[config.mk]
export PLATFORM = sky130hd
export DESIGN_NAME = atc_sqrt_cell
export DESIGN_NICKNAME = d
export VERILOG_FILES = /design/src/sv/atc_pkg.sv /design/src/sv/atc_sqrt_cell.sv
export SDC_FILE = /design/constraint.sdc
export NUM_CORES = 1
export LEC_CHECK = 0
export ABC_CLOCK_PERIOD_IN_PS = 5300
export BUFFER_PORTS_ARGS = -buffer_cell sky130_fd_sc_hd__buf_2
export CAP_MARGIN = 20
export CORE_ASPECT_RATIO = 0.9
export CORE_MARGIN = 2
export CORE_UTILIZATION = 49
export DETAILED_ROUTE_END_ITERATION = 7
export GPL_ROUTABILITY_DRIVEN = 0
export PLACE_DENSITY = 0.78
export SYNTH_ARGS = -nofsm -noshare
export SYNTH_HDL_FRONTEND = slang
export SYNTH_SLANG_ARGS = --single-unit
[constraint.sdc]
create_clock -name clk -period 5.3 [get_ports clk]
set_clock_uncertainty 0.05 [all_clocks]
set_input_delay 1.06 -clock clk [delete_from_list [all_inputs] [get_ports clk]]
set_output_delay 1.06 -clock clk [all_outputs]
set_load 0.01 [all_outputs]
[src/sv/atc_pkg.sv]
// ----------------------------------------------------------------------------
// atc_pkg: shared types and constants for the accelerometer tilt core
// Holds pipeline state types, CORDIC arctangent table and sizing constants.
// ----------------------------------------------------------------------------
package atc_pkg;

  localparam int CORDIC_STAGES = 16;
  localparam int TABLE_LEN     = 24;
  localparam int NSTAGE        = (CORDIC_STAGES < TABLE_LEN) ? CORDIC_STAGES : TABLE_LEN;
  localparam int SQRT_STEPS    = 32;

  localparam int CW  = 36;   // CORDIC x/y width
  localparam int ZW  = 33;   // angle accumulator width
  localparam int RW  = 36;   // square-root remainder width
  localparam int SHW = 5;    // shift / step index width
  localparam int SW  = 48;   // sideband: x, y, z samples

  localparam logic signed [ZW-1:0] QUARTER_TURN = 33'sd754974720;
  localparam logic signed [16:0]   PITCH_LIMIT  = 17'sd23040;
  localparam logic signed [16:0]   ROLL_LIMIT   = 17'sd11520;

  typedef struct packed {
    logic [RW-1:0] rem;
    logic [31:0]   root;
    logic [31:0]   rad;
    logic [SW-1:0] side;
  } sqrt_t;

  typedef struct packed {
    logic signed [CW-1:0] x;
    logic signed [CW-1:0] y;
    logic signed [ZW-1:0] z;
    logic                 zero;
  } cordic_t;

  function automatic logic signed [ZW-1:0] atc_atan(input int i);
    logic signed [ZW-1:0] a;
    begin
      case (i)
        0:  a = 33'sd377487360;
        1:  a = 33'sd222843801;
        2:  a = 33'sd117744544;
        3:  a = 33'sd59768969;
        4:  a = 33'sd30000467;
        5:  a = 33'sd15014858;
        6:  a = 33'sd7509261;
        7:  a = 33'sd3754860;
        8:  a = 33'sd1877459;
        9:  a = 33'sd938733;
        10: a = 33'sd469367;
        11: a = 33'sd234683;
        12: a = 33'sd117342;
        13: a = 33'sd58671;
        14: a = 33'sd29335;
        15: a = 33'sd14668;
        16: a = 33'sd7334;
        17: a = 33'sd3667;
        18: a = 33'sd1833;
        19: a = 33'sd917;
        20: a = 33'sd458;
        21: a = 33'sd229;
        22: a = 33'sd115;
        23: a = 33'sd57;
        default: a = '0;
      endcase
      return a;
    end
  endfunction

  // Turn a left-half-plane vector into the right half plane.
  function automatic cordic_t atc_prerot(input logic signed [CW-1:0] x,
                                         input logic signed [CW-1:0] y);
    cordic_t c;
    begin
      c.zero = (x == '0) && (y == '0);
      c.x    = x;
      c.y    = y;
      c.z    = '0;
      if (x < 0) begin
        if (y >= 0) begin
          c.x = y;
          c.y = -x;
          c.z = QUARTER_TURN;
        end else begin
          c.x = -y;
          c.y = x;
          c.z = -QUARTER_TURN;
        end
      end
      return c;
    end
  endfunction

  // Round to nearest (ties up), clamp, and force zero for a null vector.
  function automatic logic signed [16:0] atc_round(input cordic_t c,
                                                   input logic signed [16:0] limit);
    logic signed [ZW-1:0] t;
    logic signed [16:0]   r;
    begin
      t = c.z + 33'sd32768;
      r = 17'(t >>> 16);
      if (r > limit)  r = limit;
      if (r < -limit) r = -limit;
      if (c.zero)     r = '0;
      return r;
    end
  endfunction

endpackage

[src/sv/atc_sqrt_cell.sv]
// ----------------------------------------------------------------------------
// atc_sqrt_cell: one digit step of the pipelined integer square root
// Brings in two radicand bits and decides one root bit.
// ----------------------------------------------------------------------------
module atc_sqrt_cell import atc_pkg::*; (
  input  logic           clk,
  input  logic           adv,
  input  logic [SHW-1:0] step,
  input  sqrt_t          d_in,
  output sqrt_t          d_out
);

  logic [31:0]   shifted;
  logic [1:0]    pair;
  logic [RW-1:0] rem_s;
  logic [RW-1:0] trial;
  logic          ge;

  // Radicand is rad << 32: the low sixteen bit pairs are zero.
  always_comb begin
    shifted = d_in.rad << {step, 1'b0};
    pair    = step[SHW-1] ? 2'b00 : shifted[31:30];
    rem_s   = {d_in.rem[RW-3:0], pair};
    trial   = {{(RW-34){1'b0}}, d_in.root, 2'b01};
    ge      = (rem_s >= trial);
  end

  always_ff @(posedge clk) begin
    if (adv) begin
      d_out.rem  <= ge ? (rem_s - trial) : rem_s;
      d_out.root <= {d_in.root[30:0], ge};
      d_out.rad  <= d_in.rad;
      d_out.side <= d_in.side;
    end
  end

endmodule

==> key figures <==
Outcome
  • Status: finished clean

Finish
  • Final instance area: between 9000 and 10000 um^2
  • Max FFs per register: between 100 and 150
  • Share of cells above drive strength 1: 0.4107
  • Largest reg by FF count: d_out
  • Synth-to-Final Area Change: 31.50%
  • Biggest regs: d_out x148
  • Fillers: 1218
  • Final core occ: 0.6543
  • Final cell count without fillers: about 1100
  • Nets: between 1000 and 1500

Setup path
  • Crit Path Max Fanout: 30
  • Worst-path cell chain: buf_2 -> mux4_2 -> a22oi_1 -> and3_4 -> or2_2 -> ha_1 -> nor2b_1 -> o21ai_0 -> a211oi_2 -> o21ai_1 -> nand3_1 -> a21oi_4 -> buf_4 -> o21ai_0
  • Buf/Inv on CP: 2
  • Required time of the worst setup path: approximately 5.4 ns
  • Crit-path slowest cell: mux4_2
  • Cell mode on critical path: o21ai_0
  • CP Capture Type: flip-flop
  • Critical Path AT: 4.58 ns
  • Critical path's top delay family: compound AO/OA/AOI/OAI gates
  • Worst Setup Start Kind: input port
  • CP Depth: 14
  • Crit Path Class: in -> reg
  • CP peak stage delay: 0.54 ns

Clock network
  • Post-CTS Hold Fix Bufs: 0
  • Root buf cell: clkbuf_16
  • Clock-pin slew on the worst setup and hold paths: 0.06 ns
  • Number of H-tree levels: 4
  • CTS Buf Count: 17
  • Clock Sink Count: 148
  • CTS tree: built
  • # Post-CTS Setup Buffers: 0
  • Clk buf depth: 2
  • Post-CTS sizing: 0

Pwr
  • Reg power frac: 0.444
  • Clock network power share: 0.372
  • Switching power: between 800 and 900 uW
  • Comb pwr share: 0.184
  • P_int: ~2.4 mW
  • Sw frac: 0.2711
  • PD cells: roughly 340 nW/um^2
  • VDD IR max: between 200 and 250 uV
  • Leakage dissipation: 4.206 nW

STA
  • Min Clock Period, post-route: 4.465 ns
  • Final Hold Vio Count: 0
  • Fin crit share: 0.8424
  • Slew margin rel.: 0.3242
  • Final Max Slew Viols: 0
  • Actual slew at the worst max-slew pin: a little over 1 ns
  • Unrepaired setup endpoints after global routing: false
  • Final Setup Violations: 0
  • TNS Setup: 0 ns
  • F_max: roughly 220 MHz

Yosys
  • Simple-Gate Fraction of Synth Area: 0.09312
  • Asr flop ratio synth: 0
  • Cell taking the most area after synthesis: edfxtp_1
  • Post-Synth XOR/XNOR Area: 0.03735
  • Compound-Gate Fraction of Synth Area: 0.1324
  • Main combinational cell family by area after synthesis: compound AO/OA/AOI/OAI gates
  • Post-Syn Nets: 747
  • Post-synth EDFFs: roughly 150
  • Synth top area share: 0.6114
  • Post-synthesis mux area share: 0.03287
  • Adder-cell share of the synthesized area: 0.05852
  • Syn avg cell area: 13.03 um^2
  • Synth Register Bits: 148
  • Sequential-to-total area share from yosys stat: 0.6114
  • Yosys synthesis warning count: 0
  • Synthesized instance count: around 560
  • Largest cells by area after synthesis: edfxtp_1 61%, ha_1 5.9%, nand2_1 3.1%
  • Ys flop type: edfxtp_1
  • Mapped Area: a little over 7000 um^2
  • Synth cell types: 66

Die
  • Initial Util: 0.4976
  • Core ar.: about 15000 um^2
  • Die area: roughly 16000 um^2
  • Row count: 42
  • Die span in x: ~130 um
  • Die Ht: 119.6 um
  • IO Pins: just over 300

Placed design
  • DP HPWL: ~15 mm
  • Port bufs: 300
  • DP Area: slightly below 9000 um^2
  • Post-Place Cells: 1045

GRT
  • Largest net degree at the start of global routing: 115
  • Vias in the first global route: 5401
  • Gr usage total: 0.2410
  • Global-route wire length before repair: between 20 and 30 mm
  • Initial antenna violation count: 6
  • Total grt overflow: 0

Route
  • Remaining antenna violation count: 0
  • Via density: approximately 5.2
  • DRT Pass-1 Iters: 5
  • Vias: between 5000 and 6000
  • DRT Wirelength: roughly 19 mm
  • Routed WL per cell: roughly 18 um
  • Iteration-0 DRC Markers: 451
  • DRC violations left: 0

Min path
  • Worst hold start: d_in[38]
  • Worst Hold End: d_out[38]
  • Hold Crit Depth: 1
  • Hold Path Class: in -> reg

Run
  • Max Cap Violations: 0
[metrics by stage]
step                total power, mW  hold WS (ns)  setup WS [ns]
finish                        3.282        0.7561         0.8354
global route                  3.423        0.7349         0.5574
CTS                           3.304        0.7374         0.8485
detailed placement            2.081         1.188         0.4233
global placement              2.070         1.187         0.5184
floorplan                     1.822         1.109          1.188
[metal layers]
metal	routed length (um)	share of wire	vias up	global-route usage
met3	1449	0.076	29	0.06971
met2	9704	0.51	209	0.4129
met4	495	0.026	2	0.1001
met5	13	0.00068	-	0
li1	-	-	2733	-
met1	7520	0.39	2701	0.2860
[layout make-up]
type | instances | area, um^2 | area share
antenna | 6 | 15.01 | 0.001571
sequential | 148 | 4444 | 0.4649
inverter | 41 | 153.9 | 0.01610
multi-input combinational | 355 | 2575 | 0.2694
timing repair buffer | 303 | 1530 | 0.1601
clock buffer | 17 | 425.4 | 0.04450
tap | 198 | 247.7 | 0.02592
clock inverter | 15 | 167.7 | 0.01754
[worst max path at each step]
stage	slack, ns	to	from
after CTS	0.85	d_out[116]	step[0]
after global placement	0.52	d_out[118]	step[0]
after detailed placement	0.42	d_out[116]	step[0]
after global routing	0.56	d_out[116]	step[0]
final	0.84	d_out[116]	step[0]
after floorplan	1.19	d_out[134]	step[0]
[power groups by stage]
stage                     logic [mW]  clock network (mW)  registers, mW
after floorplan                0.272                   0           1.55
after global placement         0.593                   0           1.48
after detailed placement       0.600                   0           1.48
after CTS                      0.607                1.24           1.46
after global routing           0.661                1.30           1.47
final                          0.603                1.22           1.46
[synth_stat cells (4+ instances only)]
library cell  number
nand3_1            9
o21ai_1            9
buf_6              4
a21oi_1           25
inv_1             40
mux4_2             4
and3_1             5
ha_1              34
a31oi_1            6
nand2b_1           6
o21ai_0           37
and2_1             4
a21o_1            17
edfxtp_1         148
o21a_1             4
xor2_1            13
o31ai_1            7
nand4_1            4
xnor2_1           18
nor2_1            23
mux4_1             4
nand2_1           61
[placed cells by master, fill, tap and decap left out, types with 7 or more instances in the layout]
cell type,instances
nor2_1,23
xnor2_1,18
xor2_1,13
o21ai_1,9
inv_1,40
o31ai_1,7
o21ai_0,37
ha_1,34
nand2_1,61
edfxtp_1,148
a21o_1,17
buf_2,299
a21oi_1,25
clkbuf_16,17
nand3_1,9
[cells by family after synthesis]
family                   Yosys count
flip-flops                       148
XOR/XNOR                          31
AO/OA/AOI/OAI                    141
adder cells (fa/ha/maj)           34
buffers and inverters             55
multiplexers                      12
AND/OR/NAND/NOR                  137
Note: power is estimated with default switching activity, not from simulation.
